## config.mk

```make
export PLATFORM = sky130hd
export DESIGN_NAME = script_lexer_tokenizer_core_flat
export DESIGN_NICKNAME = d
export VERILOG_FILES = /design/src/design/scrlex_pkg.sv /design/src/design/scrlex_in_if.sv /design/src/design/scrlex_out_if.sv /design/src/design/scrlex_res_q.sv /design/src/design/script_lexer_tokenizer_core.sv /design/src/flat_wrapper.sv
export SDC_FILE = /design/constraint.sdc
export NUM_CORES = 2
export LEC_CHECK = 0
export CAP_MARGIN = 20
export CORE_ASPECT_RATIO = 1.75
export CORE_UTILIZATION = 60
export CTS_BUF_LIST = sky130_fd_sc_hd__clkbuf_8 sky130_fd_sc_hd__clkbuf_16
export DETAILED_ROUTE_END_ITERATION = 8
export DONT_BUFFER_PORTS = 1
export PLACE_DENSITY = 0.76
export REMOVE_ABC_BUFFERS = 1
export SLEW_MARGIN = 20
export SYNTH_ARGS = -nofsm -noshare
export SYNTH_HDL_FRONTEND = slang
export SYNTH_HIERARCHICAL = 1
export SYNTH_SLANG_ARGS = --single-unit
```

## constraint.sdc

```tcl
create_clock -name i_clk -period 19.6 [get_ports i_clk]
set_input_delay 1.96 -clock i_clk [delete_from_list [all_inputs] [get_ports i_clk]]
set_output_delay 1.96 -clock i_clk [all_outputs]
set_load 0.03 [all_outputs]
```

## src/design/scrlex_pkg.sv

```systemverilog
`timescale 1ns / 1ps
// ----------------------------------------------------------------------------
// scrlex_pkg
// Types, constants and per-character scanner functions of the script lexer.
// ----------------------------------------------------------------------------
package scrlex_pkg;

    localparam int MAX_TEXT = 65536;
    localparam logic [16:0] LEN_CAP = 17'((MAX_TEXT < 65536) ? MAX_TEXT : 65536);

    localparam int MAX_RES  = 3;
    localparam int RQ_DEPTH = 4;
    localparam int RQ_AW    = $clog2(RQ_DEPTH);
    localparam int RQ_CW    = $clog2(RQ_DEPTH + 1);

    // token kinds
    localparam logic [2:0] KIND_WORD  = 3'd0;
    localparam logic [2:0] KIND_NUM   = 3'd1;
    localparam logic [2:0] KIND_FLOAT = 3'd2;
    localparam logic [2:0] KIND_XNUM  = 3'd3;
    localparam logic [2:0] KIND_OP    = 3'd4;
    localparam logic [2:0] KIND_STR   = 3'd5;
    localparam logic [2:0] KIND_CHR   = 3'd6;

    // record status
    localparam logic [1:0] ST_TOKEN   = 2'd0;
    localparam logic [1:0] ST_LETTER  = 2'd1;
    localparam logic [1:0] ST_ILLEGAL = 2'd2;

    // characters
    localparam logic [7:0] CH_NONE   = 8'h00;
    localparam logic [7:0] CH_TAB    = 8'h09;
    localparam logic [7:0] CH_LF     = 8'h0A;
    localparam logic [7:0] CH_CR     = 8'h0D;
    localparam logic [7:0] CH_SPACE  = 8'h20;
    localparam logic [7:0] CH_EXCL   = 8'h21;
    localparam logic [7:0] CH_DQUOTE = 8'h22;
    localparam logic [7:0] CH_PCT    = 8'h25;
    localparam logic [7:0] CH_AMP    = 8'h26;
    localparam logic [7:0] CH_SQUOTE = 8'h27;
    localparam logic [7:0] CH_STAR   = 8'h2A;
    localparam logic [7:0] CH_PLUS   = 8'h2B;
    localparam logic [7:0] CH_MINUS  = 8'h2D;
    localparam logic [7:0] CH_DOT    = 8'h2E;
    localparam logic [7:0] CH_SLASH  = 8'h2F;
    localparam logic [7:0] CH_DIG0   = 8'h30;
    localparam logic [7:0] CH_DIG9   = 8'h39;
    localparam logic [7:0] CH_COLON  = 8'h3A;
    localparam logic [7:0] CH_LT     = 8'h3C;
    localparam logic [7:0] CH_EQ     = 8'h3D;
    localparam logic [7:0] CH_GT     = 8'h3E;
    localparam logic [7:0] CH_UPA    = 8'h41;
    localparam logic [7:0] CH_UPZ    = 8'h5A;
    localparam logic [7:0] CH_BSLASH = 8'h5C;
    localparam logic [7:0] CH_UNDER  = 8'h5F;
    localparam logic [7:0] CH_LOA    = 8'h61;
    localparam logic [7:0] CH_LOX    = 8'h78;
    localparam logic [7:0] CH_LOZ    = 8'h7A;
    localparam logic [7:0] CH_BAR    = 8'h7C;
    localparam logic [7:0] CH_DEL    = 8'h7F;

    typedef enum logic [10:0] {
        M_START = 11'b000_0000_0001,
        M_WORD  = 11'b000_0000_0010,
        M_NUM   = 11'b000_0000_0100,
        M_NUM2  = 11'b000_0000_1000,
        M_OP    = 11'b000_0001_0000,
        M_STR   = 11'b000_0010_0000,
        M_CHR   = 11'b000_0100_0000,
        M_WS    = 11'b000_1000_0000,
        M_LCOM  = 11'b001_0000_0000,
        M_BCOM  = 11'b010_0000_0000,
        M_STOP  = 11'b100_0000_0000
    } t_mode;

    typedef struct packed {
        t_mode       mode;
        logic [7:0]  prev;
        logic [16:0] pos;
        logic [15:0] ostart;
        logic [16:0] olen;
        logic [2:0]  okind;
        logic        ovalid;
        logic        skip;
    } t_scan;

    localparam t_scan SCAN_RST = '{mode: M_START, prev: CH_NONE, pos: '0, ostart: '0,
                                   olen: '0, okind: KIND_WORD, ovalid: 1'b0, skip: 1'b0};

    typedef struct packed {
        logic [2:0]  token_kind;
        logic [15:0] token_start;
        logic [16:0] token_length;
        logic [1:0]  status;
        logic        end_of_text;
    } t_tok;

    // records of one scanner call
    typedef struct packed {
        t_scan          s;
        logic [1:0]     n;
        t_tok [1:0]     r;
        logic           again;
    } t_proc;

    // records of one request, pushed into the result queue
    typedef struct packed {
        logic [1:0]           cnt;
        t_tok [MAX_RES-1:0]   tok;
    } t_push;

    function automatic logic is_alpha(logic [7:0] c);
        return (c >= CH_LOA && c <= CH_LOZ) || (c >= CH_UPA && c <= CH_UPZ) || c == CH_UNDER;
    endfunction

    function automatic logic is_num(logic [7:0] c);
        return c >= CH_DIG0 && c <= CH_DIG9;
    endfunction

    function automatic logic is_special(logic [7:0] c);
        return (c > CH_SPACE && c < CH_DIG0) || (c > CH_DIG9 && c < CH_UPA) ||
               (c > CH_UPZ && c < CH_UNDER) || (c > CH_LOZ && c < CH_DEL);
    endfunction

    function automatic logic is_space(logic [7:0] c);
        return c == CH_SPACE || c == CH_TAB || c == CH_CR || c == CH_LF;
    endfunction

    function automatic logic pair_is_op(logic [7:0] a, logic [7:0] b);
        logic eq_pair;
        logic dbl_pair;
        eq_pair  = (b == CH_EQ) && (a == CH_PLUS || a == CH_MINUS || a == CH_STAR ||
                   a == CH_SLASH || a == CH_GT || a == CH_LT || a == CH_EQ ||
                   a == CH_PCT || a == CH_EXCL);
        dbl_pair = (b == a) && (a == CH_PLUS || a == CH_MINUS || a == CH_BAR || a == CH_AMP);
        return eq_pair || dbl_pair;
    endfunction

    function automatic logic [15:0] clip_start(logic [16:0] p);
        return p[16] ? 16'hFFFF : p[15:0];
    endfunction

    function automatic t_proc emit(t_proc p, t_tok t);
        t_proc q;
        q = p;
        if (q.n == 2'd0) begin
            q.r[0] = t;
        end else begin
            q.r[1] = t;
        end
        q.n = q.n + 2'd1;
        return q;
    endfunction

    function automatic t_proc close_tok(t_proc p);
        t_proc q;
        t_tok  t;
        q = p;
        t = '{token_kind: q.s.okind, token_start: q.s.ostart, token_length: q.s.olen,
              status: ST_TOKEN, end_of_text: 1'b0};
        if (q.s.ovalid) begin
            q = emit(q, t);
        end
        q.s.ovalid = 1'b0;
        return q;
    endfunction

    function automatic t_scan open_tok(t_scan s, logic [2:0] kind);
        t_scan r;
        r        = s;
        r.okind  = kind;
        r.ostart = clip_start(s.pos);
        r.olen   = 17'd1;
        r.ovalid = 1'b1;
        return r;
    endfunction

    function automatic t_scan grow(t_scan s);
        t_scan r;
        r = s;
        if (r.olen < LEN_CAP) begin
            r.olen = r.olen + 17'd1;
        end
        return r;
    endfunction

    function automatic t_scan consume(t_scan s, logic [7:0] c);
        t_scan r;
        r      = s;
        r.prev = c;
        if (r.pos < LEN_CAP) begin
            r.pos = r.pos + 17'd1;
        end
        return r;
    endfunction

    function automatic t_proc fail(t_proc p, logic [1:0] st);
        t_proc q;
        t_tok  t;
        q = close_tok(p);
        t = '{token_kind: KIND_WORD, token_start: clip_start(q.s.pos), token_length: '0,
              status: st, end_of_text: 1'b0};
        q = emit(q, t);
        q.s.mode = M_STOP;
        return q;
    endfunction

    // one pass of the state machine; again asks for a second pass from M_START
    function automatic t_proc scan_pass(t_proc p, logic [7:0] c, logic [7:0] la);
        t_proc q;
        q = p;
        q.again = 1'b0;
        case (p.s.mode)
            M_START: begin
                if (is_alpha(c) || c == CH_COLON) begin
                    q.s = open_tok(q.s, KIND_WORD);
                    q.s.mode = M_WORD;
                    q.s = consume(q.s, c);
                end else if (is_num(c)) begin
                    q.s = open_tok(q.s, KIND_NUM);
                    q.s.mode = M_NUM;
                    q.s = consume(q.s, c);
                end else if (is_space(c)) begin
                    q.s.mode = M_WS;
                    q.s = consume(q.s, c);
                end else if (is_special(c)) begin
                    if (c == CH_SLASH && (la == CH_SLASH || la == CH_STAR)) begin
                        q.s.mode = (la == CH_SLASH) ? M_LCOM : M_BCOM;
                        q.s.skip = 1'b1;
                    end else if (c == CH_DQUOTE) begin
                        q.s = open_tok(q.s, KIND_STR);
                        q.s.mode = M_STR;
                    end else if (c == CH_SQUOTE) begin
                        q.s = open_tok(q.s, KIND_CHR);
                        q.s.mode = M_CHR;
                    end else begin
                        q.s = open_tok(q.s, KIND_OP);
                        q.s.mode = M_OP;
                    end
                    q.s = consume(q.s, c);
                end else begin
                    q = fail(q, ST_ILLEGAL);
                end
            end
            M_WORD, M_NUM, M_NUM2: begin
                if (p.s.mode == M_WORD && (is_alpha(c) || is_num(c) || c == CH_COLON)) begin
                    q.s = consume(grow(q.s), c);
                end else if (p.s.mode == M_NUM && (c == CH_DOT || c == CH_LOX)) begin
                    q.s.okind = (c == CH_DOT) ? KIND_FLOAT : KIND_XNUM;
                    q.s = consume(grow(q.s), c);
                    q.s.mode = M_NUM2;
                end else if (p.s.mode != M_WORD && is_alpha(c)) begin
                    q = fail(q, ST_LETTER);
                end else if (p.s.mode != M_WORD && is_num(c)) begin
                    q.s = consume(grow(q.s), c);
                end else if (is_space(c)) begin
                    q = close_tok(q);
                    q.s.mode = M_WS;
                    q.s = consume(q.s, c);
                end else if (is_special(c)) begin
                    q = close_tok(q);
                    q.s.mode = M_START;
                    q.again = 1'b1;
                end else begin
                    q = fail(q, ST_ILLEGAL);
                end
            end
            M_OP: begin
                if (is_alpha(c) || is_num(c)) begin
                    q = close_tok(q);
                    q.s.mode = M_START;
                    q.again = 1'b1;
                end else if (is_space(c)) begin
                    q = close_tok(q);
                    q.s.mode = M_WS;
                    q.s = consume(q.s, c);
                end else if (is_special(c)) begin
                    if (pair_is_op(p.s.prev, c)) begin
                        q.s = consume(grow(q.s), c);
                    end else begin
                        q = close_tok(q);
                        q.s.mode = M_START;
                        q.again = 1'b1;
                    end
                end else begin
                    q = fail(q, ST_ILLEGAL);
                end
            end
            M_STR, M_CHR: begin
                q.s = grow(q.s);
                if (c == CH_BSLASH) begin
                    q.s.skip = 1'b1;
                end else if (c == ((p.s.mode == M_STR) ? CH_DQUOTE : CH_SQUOTE)) begin
                    q = close_tok(q);
                    q.s.mode = M_START;
                end
                q.s = consume(q.s, c);
            end
            M_WS: begin
                if (is_alpha(c) || is_num(c) || is_special(c)) begin
                    q.s.mode = M_START;
                    q.again = 1'b1;
                end else if (is_space(c)) begin
                    q.s = consume(q.s, c);
                end else begin
                    q = fail(q, ST_ILLEGAL);
                end
            end
            M_LCOM: begin
                if (c == CH_LF) begin
                    q.s.mode = M_START;
                end
                q.s = consume(q.s, c);
            end
            M_BCOM: begin
                if (p.s.prev == CH_STAR && c == CH_SLASH) begin
                    q.s.mode = M_START;
                end
                q.s = consume(q.s, c);
            end
            default: begin
            end
        endcase
        return q;
    endfunction

    // handles one character c with lookahead la
    function automatic t_proc scan_char(t_scan s, logic [7:0] c, logic [7:0] la);
        t_proc q;
        q = '{s: s, n: 2'd0, r: '0, again: 1'b0};
        if (s.mode != M_STOP) begin
            if (s.skip) begin
                q.s.skip = 1'b0;
                if (s.ovalid && (s.mode == M_STR || s.mode == M_CHR)) begin
                    q.s = grow(q.s);
                end
                q.s = consume(q.s, c);
            end else begin
                q = scan_pass(q, c, la);
                if (q.again) begin
                    q = scan_pass(q, c, la);
                end
            end
        end
        q.again = 1'b0;
        return q;
    endfunction

    function automatic t_push push_tok(t_push l, t_tok t);
        t_push r;
        r = l;
        if (r.cnt < 2'(MAX_RES)) begin
            r.tok[r.cnt] = t;
            r.cnt = r.cnt + 2'd1;
        end
        return r;
    endfunction

    function automatic t_push push_proc(t_push l, t_proc p);
        t_push r;
        r = l;
        for (int k = 0; k < 2; k++) begin
            if (2'(k) < p.n) begin
                r = push_tok(r, p.r[k]);
            end
        end
        return r;
    endfunction

endpackage

```

## src/design/scrlex_in_if.sv

```systemverilog
`timescale 1ns / 1ps
// ----------------------------------------------------------------------------
// scrlex_in_if
// Character channel: one source byte per request, with a last-byte flag.
// ----------------------------------------------------------------------------
interface scrlex_in_if;
    logic       valid;
    logic       ready;
    logic [7:0] ch;
    logic       last;

    modport source (output valid, output ch, output last, input ready);
    modport sink   (input valid, input ch, input last, output ready);
endinterface

```

## src/design/scrlex_out_if.sv

```systemverilog
`timescale 1ns / 1ps
// ----------------------------------------------------------------------------
// scrlex_out_if
// Record channel: one token or error record per request.
// ----------------------------------------------------------------------------
interface scrlex_out_if;
    logic        valid;
    logic        ready;
    logic [2:0]  token_kind;
    logic [15:0] token_start;
    logic [16:0] token_length;
    logic [1:0]  status;
    logic        end_of_text;

    modport source (output valid, output token_kind, output token_start,
                    output token_length, output status, output end_of_text, input ready);
    modport sink   (input valid, input token_kind, input token_start,
                    input token_length, input status, input end_of_text, output ready);
endinterface

```

## src/design/scrlex_res_q.sv

```systemverilog
`timescale 1ns / 1ps
// ----------------------------------------------------------------------------
// scrlex_res_q
// Record queue: takes up to three records a cycle, pops one a cycle on ready.
// ----------------------------------------------------------------------------
module scrlex_res_q
    import scrlex_pkg::*;
(
    input  logic          i_clk,
    input  logic          i_rst_n,
    input  t_push         i_push,
    output logic          o_room,
    scrlex_out_if.source  o_out
);

    t_tok             r_mem [RQ_DEPTH];
    logic [RQ_AW-1:0] r_wp;
    logic [RQ_AW-1:0] r_rp;
    logic [RQ_CW-1:0] r_cnt;
    logic             pop;
    t_tok             head;

    assign pop    = o_out.valid && o_out.ready;
    assign o_room = r_cnt <= RQ_CW'(RQ_DEPTH - MAX_RES);
    assign head   = r_mem[r_rp];

    assign o_out.valid        = r_cnt != '0;
    assign o_out.token_kind   = head.token_kind;
    assign o_out.token_start  = head.token_start;
    assign o_out.token_length = head.token_length;
    assign o_out.status       = head.status;
    assign o_out.end_of_text  = head.end_of_text;

    always_ff @(posedge i_clk) begin
        if (!i_rst_n) begin
            r_wp  <= '0;
            r_rp  <= '0;
            r_cnt <= '0;
        end else begin
            r_wp  <= r_wp + RQ_AW'(i_push.cnt);
            r_rp  <= r_rp + RQ_AW'(pop);
            r_cnt <= r_cnt + RQ_CW'(i_push.cnt) - RQ_CW'(pop);
        end
    end

    always_ff @(posedge i_clk) begin
        for (int i = 0; i < RQ_DEPTH; i++) begin
            for (int k = 0; k < MAX_RES; k++) begin
                if (2'(k) < i_push.cnt && RQ_AW'(r_wp + RQ_AW'(k)) == RQ_AW'(i)) begin
                    r_mem[i] <= i_push.tok[k];
                end
            end
        end
    end

    a_cnt_bound: assert property (@(posedge i_clk) disable iff (!i_rst_n)
        r_cnt <= RQ_CW'(RQ_DEPTH))
        else $error("result queue over depth");

    a_push_room: assert property (@(posedge i_clk) disable iff (!i_rst_n)
        i_push.cnt != 2'd0 |-> o_room)
        else $error("records pushed without room");

    a_pop_count: assert property (@(posedge i_clk) disable iff (!i_rst_n)
        pop && i_push.cnt == 2'd0 |=> r_cnt == $past(r_cnt) - RQ_CW'(1))
        else $error("queue count lost a pop");

endmodule

```

## src/design/script_lexer_tokenizer_core.sv

```systemverilog
`timescale 1ns / 1ps
// ----------------------------------------------------------------------------
// script_lexer_tokenizer_core
// Script source scanner: one byte per request in, token and error records out.
//
//   channel  dir  payload                                             handshake
//   i_in     in   ch[7:0], last                                       valid/ready
//   o_out    out  token_kind, token_start, token_length, status,      valid/ready
//                 end_of_text
//
// One byte is taken per cycle while i_in.ready is high; each byte is scanned
// one request late, with the next byte as its lookahead, and the last byte
// flushes both plus a supplied newline. A request yields up to three records
// into a four-entry queue; i_in.ready is high while the queue has room for
// three, so byte intake stalls while more than one record waits in the queue.
// Synchronous active-low reset returns the scanner to its start state.
// ----------------------------------------------------------------------------
module script_lexer_tokenizer_core
    import scrlex_pkg::*;
(
    input  logic          i_clk,
    input  logic          i_rst_n,
    scrlex_in_if.sink     i_in,
    scrlex_out_if.source  o_out
);

    t_scan       r_scan;
    t_scan       n_scan;
    logic [7:0]  r_held;
    logic [7:0]  n_held;
    logic        r_held_v;
    logic        n_held_v;

    logic        room;
    logic        acc;
    t_proc       p_held;
    t_proc       p_ch;
    t_proc       p_nl;
    t_proc       p_end;
    t_push       recs;
    t_push       push;

    assign i_in.ready = room;
    assign acc        = i_in.valid && room;

    always_comb begin
        p_held = '{s: r_scan, n: 2'd0, r: '0, again: 1'b0};
        if (r_held_v) begin
            p_held = scan_char(r_scan, r_held, i_in.ch);
        end
        p_ch  = scan_char(p_held.s, i_in.ch, (i_in.ch != CH_LF) ? CH_LF : CH_NONE);
        p_nl  = p_ch;
        p_nl.n = 2'd0;
        if (i_in.ch != CH_LF) begin
            p_nl = scan_char(p_ch.s, CH_LF, CH_NONE);
        end
        p_end = p_nl;
        p_end.n = 2'd0;
        if (p_nl.s.mode != M_STOP) begin
            p_end = close_tok(p_end);
        end

        recs = '0;
        recs = push_proc(recs, p_held);
        if (i_in.last) begin
            recs = push_proc(recs, p_ch);
            recs = push_proc(recs, p_nl);
            recs = push_proc(recs, p_end);
            if (recs.cnt != 2'd0) begin
                recs.tok[recs.cnt - 2'd1].end_of_text = 1'b1;
            end
        end

        push = recs;
        if (!acc) begin
            push.cnt = 2'd0;
        end

        n_scan   = r_scan;
        n_held   = r_held;
        n_held_v = r_held_v;
        if (acc) begin
            if (i_in.last) begin
                n_scan   = SCAN_RST;
                n_held   = CH_NONE;
                n_held_v = 1'b0;
            end else begin
                n_scan   = p_held.s;
                n_held   = i_in.ch;
                n_held_v = 1'b1;
            end
        end
    end

    always_ff @(posedge i_clk) begin
        if (!i_rst_n) begin
            r_scan   <= SCAN_RST;
            r_held   <= CH_NONE;
            r_held_v <= 1'b0;
        end else begin
            r_scan   <= n_scan;
            r_held   <= n_held;
            r_held_v <= n_held_v;
        end
    end

    scrlex_res_q u_res_q (
        .i_clk   (i_clk),
        .i_rst_n (i_rst_n),
        .i_push  (push),
        .o_room  (room),
        .o_out   (o_out)
    );

    a_last_resets: assert property (@(posedge i_clk) disable iff (!i_rst_n)
        acc && i_in.last |=> !r_held_v && r_scan.mode == M_START && r_scan.pos == '0)
        else $error("scanner not reset after last byte");

    a_held_loaded: assert property (@(posedge i_clk) disable iff (!i_rst_n)
        acc && !i_in.last |=> r_held_v && r_held == $past(i_in.ch))
        else $error("held byte not loaded");

    a_stop_closed: assert property (@(posedge i_clk) disable iff (!i_rst_n)
        r_scan.mode == M_STOP |-> !r_scan.ovalid)
        else $error("token left open after error");

endmodule

```

## src/flat_wrapper.sv

```systemverilog
// flat-port wrapper written by rule: the top's interface ports become plain ports
module script_lexer_tokenizer_core_flat import scrlex_pkg::*;
  (i_clk, i_rst_n, i_in_valid, i_in_ch, i_in_last, i_in_ready, o_out_valid, o_out_token_kind, o_out_token_start, o_out_token_length, o_out_status, o_out_end_of_text, o_out_ready);
  scrlex_in_if i_in_i ();
  scrlex_out_if o_out_i ();
  input  logic i_clk;
  input  logic i_rst_n;
  input wire logic [$bits(i_in_i.valid)-1:0] i_in_valid;
  input wire logic [$bits(i_in_i.ch)-1:0] i_in_ch;
  input wire logic [$bits(i_in_i.last)-1:0] i_in_last;
  output wire logic [$bits(i_in_i.ready)-1:0] i_in_ready;
  output wire logic [$bits(o_out_i.valid)-1:0] o_out_valid;
  output wire logic [$bits(o_out_i.token_kind)-1:0] o_out_token_kind;
  output wire logic [$bits(o_out_i.token_start)-1:0] o_out_token_start;
  output wire logic [$bits(o_out_i.token_length)-1:0] o_out_token_length;
  output wire logic [$bits(o_out_i.status)-1:0] o_out_status;
  output wire logic [$bits(o_out_i.end_of_text)-1:0] o_out_end_of_text;
  input wire logic [$bits(o_out_i.ready)-1:0] o_out_ready;
  assign i_in_i.valid = i_in_valid;
  assign i_in_i.ch = i_in_ch;
  assign i_in_i.last = i_in_last;
  assign i_in_ready = i_in_i.ready;
  assign o_out_valid = o_out_i.valid;
  assign o_out_token_kind = o_out_i.token_kind;
  assign o_out_token_start = o_out_i.token_start;
  assign o_out_token_length = o_out_i.token_length;
  assign o_out_status = o_out_i.status;
  assign o_out_end_of_text = o_out_i.end_of_text;
  assign o_out_i.ready = o_out_ready;
  script_lexer_tokenizer_core u_core (.i_clk(i_clk), .i_rst_n(i_rst_n), .i_in(i_in_i), .o_out(o_out_i));
endmodule
```

==> results of run 1 <==
## layer usage
metal,GRT usage,GRT overflow
met3,0.575,10
met4,0.822,138
met1,0.753,2
met5,0.184,0
met2,0.959,155
## stage by stage
step | hold slack, ns | util | area (um^2)
CTS | 0.465 | 0.638 | 32300
detailed placement | 0.458 | 0.621 | 31400
global placement | 0.450 | 0.620 | 31400
floorplan | 0.443 | - | 29400
## synth_stat cells, drive strengths merged (103+ instances only)
cell / number / area [um^2]
nor3: 114 / 586
edfxtp: 156 / 4680
o21ai: 290 / 1460
buf: 110 / 584
clkbuf: 237 / 890
nor2: 553 / 2080
nand2: 413 / 1560
o22ai: 121 / 771
a21oi: 413 / 2070
a22oi: 103 / 792
nand3: 132 / 661
mux2i: 153 / 1530
## logic make-up after synthesis
logic type / Yosys count / synth area share
xor+xnor: 100 / 0.0284
buf+inv: 419 / 0.0565
flops: 246 / 0.210
compound gates: 1511 / 0.326
mux: 240 / 0.0981
fa+ha+maj: 19 / 0.00795
simple gates: 1715 / 0.273
==> flow_summary_export.csv, run 1 <==
group,metric,value,unit
run_status,status,"stopped before the end",
run_status,lastStage,"5_1_grt",
run_status,stop_error,"[ERROR GRT-0116] Global routing finished with congestion. Check the congestion regions in the DRC Viewer.",
global_routing,grt_first_pass_wirelength,305000,um
die,fp-row-count,109,
clock_tree,clockBufferDepth,3,
die,initial_core_util,0.610,
clock_tree,hold_buffers,0,
clock_tree,cts_resized,0,
clock_tree,h-tree-depth,1,
die,die_w,173,um
global_routing,grt_pass1_vias,41279,
placed_design,dp.cells,4712,
clock_tree,cts_setup_buffers,0,
clock_tree,cts_root_buf,"clkbuf_16",
placed_design,place.gp.congestion,1.24,
placed_design,portBuffers,0,
global_routing,gr-total-overflow,305,
synth,syn-cell-area,0.0309,mm^2
synth,netlist_instances,4250,
synth,ys_types,121,
synth,ys_async_sr_fraction,0,
synth,yosys_warnings,6,
synth,ys_ff_latch,246,
global_routing,groute.usage.overall,0.765,
die,io_pins,54,
synth,ys_seq_area_frac,0.210,
global_routing,grt_start_max_net_pins,91,
placed_design,place_ws,8.26,ns
synth,synth_edf_count,156,
synth,synth_flop_cell,"edfxtp_1",
die,die_h,302,um
placed_design,dp_hpwl,126000,um
clock_tree,clkSinkCount,246,
synth,synth.avg_cell_area,7.26,um^2
clock_tree,cts-buffers-inserted,27,
==> inputs of run 2 (changes only) <==
Settings changed: CORE_ASPECT_RATIO 1.75 to not set, CORE_UTILIZATION 60 to 40, CTS_BUF_LIST sky130_fd_sc_hd__clkbuf_8 sky130_fd_sc_hd__clkbuf_16 to not set, PLACE_DENSITY 0.76 to not set, PLACE_DENSITY_LB_ADDON set to 0.15.
==> flow_summary_export.csv, run 2 <==
group,metric,value,unit
run_status,status,"finished clean",
synth,ys_top_cells_by_area,"edfxtp_1, nor2_1, a21oi_1",
placed_design,place.gp.congestion,1.08,
placed_design,dp.cells,5048,
setup_path,cp.required,19.94,ns
setup_path,critPathMaxStageDelay,1.11,ns
synth,ys_types,121,
run,cap_violations,0,
synth,yosys_warnings,6,
die,initial_core_util,0.406,
power_and_ir_drop,pwr_density_cell,77.9,mW/mm^2
setup_path,worst_path_max_delay_cell,"nor2_1",
sta,slew_headroom,0.146,
clock_tree,cts_root_buf,"clkbuf_16",
setup_path,crit_chain,"or3b_1 -> o32a_1 -> o22ai_4 -> inv_2 -> a31oi_2 -> o21ai_0 -> a2111oi_0 -> o31a_1 -> buf_4 -> clkinv_1 -> nor2_1 -> and2_1 -> a2111oi_2 -> mux2i_1 -> o21ai_1 -> nand3_1 -> a31oi_1 -> nor2_2 -> nand4bb_4 -> buf_4 -> mux2_1 -> mux2_2",
power_and_ir_drop,power.total,2550,uW
synth,synth.avg_cell_area,7.26,um^2
final_layout,layoutNonFillerInstCount,5114,
setup_path,critPathCaptureType,"register",
worst_hold_path,hold_path_class,"reg2reg",
final_layout,drive_above_1_share,0.0914,
placed_design,portBuffers,0,
clock_tree,h-tree-depth,2,
clock_tree,cts.reportedPaths.clkPinSlew,0.07,ns
sta,setup_viol,0,
clock_tree,cts-buffers-inserted,36,
sta,post-route-min-period,11.27,ns
worst_hold_path,min_delay_worst_endpoint,"u_core/r_held_v$_SDFFE_PN0P_",
sta,fin_worst_skew,0.0550,ns
global_routing,grt_first_pass_wirelength,230000,um
worst_hold_path,hold_depth,2,
final_layout,area_growth,6.21,%
final_layout,most-common-layout-cells,"nor2_1, a21oi_1, nand2_1",
die,die_h,280,um
synth,ys_seq_area_frac,0.210,
worst_hold_path,hp-start,"u_core/r_held_v$_SDFFE_PN0P_",
sta,timing.hold.ws,0.473,ns
sta,setup_tns,0,ns
synth,ys_ff_latch,246,
sta,rsz0062_at_grt,"no",
sta,post-route-period-util,0.575,
synth,yosysMostFrequentCell,"nor2_1",
power_and_ir_drop,p_leak,0.0114,uW
global_routing,grt_pass1_vias,32930,
clock_tree,clkSinkCount,246,
clock_tree,cts_resized,0,
synth,netlist_top_cells_count,"nor2_1, a21oi_1, nand2_1",
global_routing,groute.usage.overall,0.391,
final_layout,regMostFlops,"u_core/u_res_q/r_mem",
die,io_pins,54,
setup_path,path_max_fanout,38,
sta,final-max-slew-violation-count,0,
placed_design,dp_hpwl,117000,um
clock_tree,clockBufferDepth,3,
placed_design,place_ws,8.46,ns
sta,fmax,0.0888,GHz
final_layout,layout_commonest_cell,"nor2_1",
clock_tree,cts_tree,"built",
route,wl_per_cell,31.0,um
synth,synth_flop_cell,"edfxtp_1",
synth,netlist_instances,4250,
synth,syn-cell-area,0.0309,mm^2
route,drt_iter0_markers,6183,
route,antenna_left,0,
synth,ys_async_sr_fraction,0,
sta,tightestPinTransition,1.27,ns
setup_path,r2r_slack,8.33,ns
setup_path,startpoint_type,"register",
sta,final.setup.worst_slack,8.33,ns
setup_path,rr_endpoint,"u_core/u_res_q/r_mem[2][34]$_DFFE_PP_",
global_routing,antenna_found_initial,3,
setup_path,criticalPathCategory,"reg2reg",
clock_tree,cts_setup_buffers,0,
route,vias_per_cell,7.16,
route,drt_wl_total,159000,um
clock_tree,insertion_delay,0.59,ns
route,drc,0,
clock_tree,hold_buffers,0,
die,dieArea,0.0782,mm^2
die,core_area,0.0761,mm^2
synth,yosys.area.top_type_share,0.152,
die,die_w,280,um
power_and_ir_drop,ir_drop,64.4,uV
route,vias,36620,
final_layout,nets,4089,
setup_path,cp_common_cell,"buf_4",
die,fp-row-count,101,
synth,yosysTopAreaCell,"edfxtp_1",
global_routing,gr-total-overflow,0,
synth,synth_edf_count,156,
setup_path,arrival,11.61,ns
final_layout,largest_reg_flops,156,
setup_path,reg2reg_depth,22,
sta,hold_viol_final,0,
route,dr.pass1.iters,7,
final_layout,top_regs,"u_core/u_res_q/r_mem: 156 flops, u_core/r_scan: 74 flops, u_core/r_held: 8 flops",
setup_path,worstReg2RegStart,"u_core/r_held[6]$_SDFFE_PN0P_",
global_routing,grt_start_max_net_pins,91,
==> run 2: cell counts after synthesis <==
Identical to the previous run, type by type.
==> run 2: logic make-up (layout without fill, tap and decap cells) <==
logic type      Yosys count  count (layout)  synth area share
fa+ha+maj                19              19           0.00795
other cells               0               2                 0
xor+xnor                100             100            0.0284
simple gates           1715            1715             0.273
flops                   246             246             0.210
compound gates         1511            1511             0.326
buf+inv                 419             251            0.0565
mux                     240             240            0.0981
==> run 2: worst max-delay path by stage <==
stage	to	cells after the start	startpoint	slack, ns
after floorplan	u_core/u_res_q/r_mem[0][0]$_DFFE_PP_	19	u_core/r_scan[65]$_SDFFE_PN0P_	6.92
after global placement	u_core/u_res_q/r_mem[2][18]$_DFFE_PP_	23	i_in_ch[0]	8.53
after detailed placement	u_core/u_res_q/r_mem[2][11]$_DFFE_PP_	23	i_in_ch[0]	8.46
after CTS	u_core/u_res_q/r_mem[2][25]$_DFFE_PP_	22	u_core/r_held[5]$_SDFFE_PN0P_	8.70
after global routing	u_core/u_res_q/r_mem[2][34]$_DFFE_PP_	22	u_core/r_scan[63]$_SDFFE_PN1P_	8.15
final	u_core/u_res_q/r_mem[2][34]$_DFFE_PP_	22	u_core/r_held[6]$_SDFFE_PN0P_	8.33
==> run 2: cell type report <==
class                   count  area (um^2)
diodes                      2         5.00
clock buffers              43          937
clock inverters            20          156
fillers                  8086        43300
inverters                  72          270
multi-input cells        3585        22800
flip-flops and latches    246         6490
well taps                1030         1290
repair buffers            116          868
==> run 2: power breakdown <==
group,internal (uW),switching [uW],leakage (uW)
logic,355,917,0.00870
registers,614,28.8,0.00216
clock network,356,282,0.000536
==> run 2: per-layer routing <==
metal | vias to the layer above | wire length [um] | global-route usage
li1 | 15862 | - | -
met1 | 17503 | 62900 | 0.524
met2 | 2656 | 65000 | 0.568
met3 | 595 | 19600 | 0.0938
met4 | 4 | 11300 | 0.228
met5 | - | 28 | 0
==> run 2: critical path, delay by kind of cell, from the launching register on <==
| kind | cells | cell delay [ns] |
|---|---|---|
| AO/OA/AOI/OAI | 9 | 4.01 |
| multiplexers | 3 | 0.85 |
| buffers and inverters | 4 | 1.97 |
| AND/OR/NAND/NOR | 6 | 3.23 |
| flip-flops | 1 | 0.85 |
==> run 2: through the flow <==
| step | instance area (um^2) | utilization |
|---|---|---|
| 3_5_place_dp | 31700 | 0.416 |
| 4_1_cts | 32700 | 0.430 |
| 5_1_grt | 32800 | 0.431 |
| 2_1_floorplan | 29400 | - |
| 3_3_place_gp | 31700 | 0.416 |
| 6_report | 32800 | 0.431 |
(Power assumes the default switching activity.)
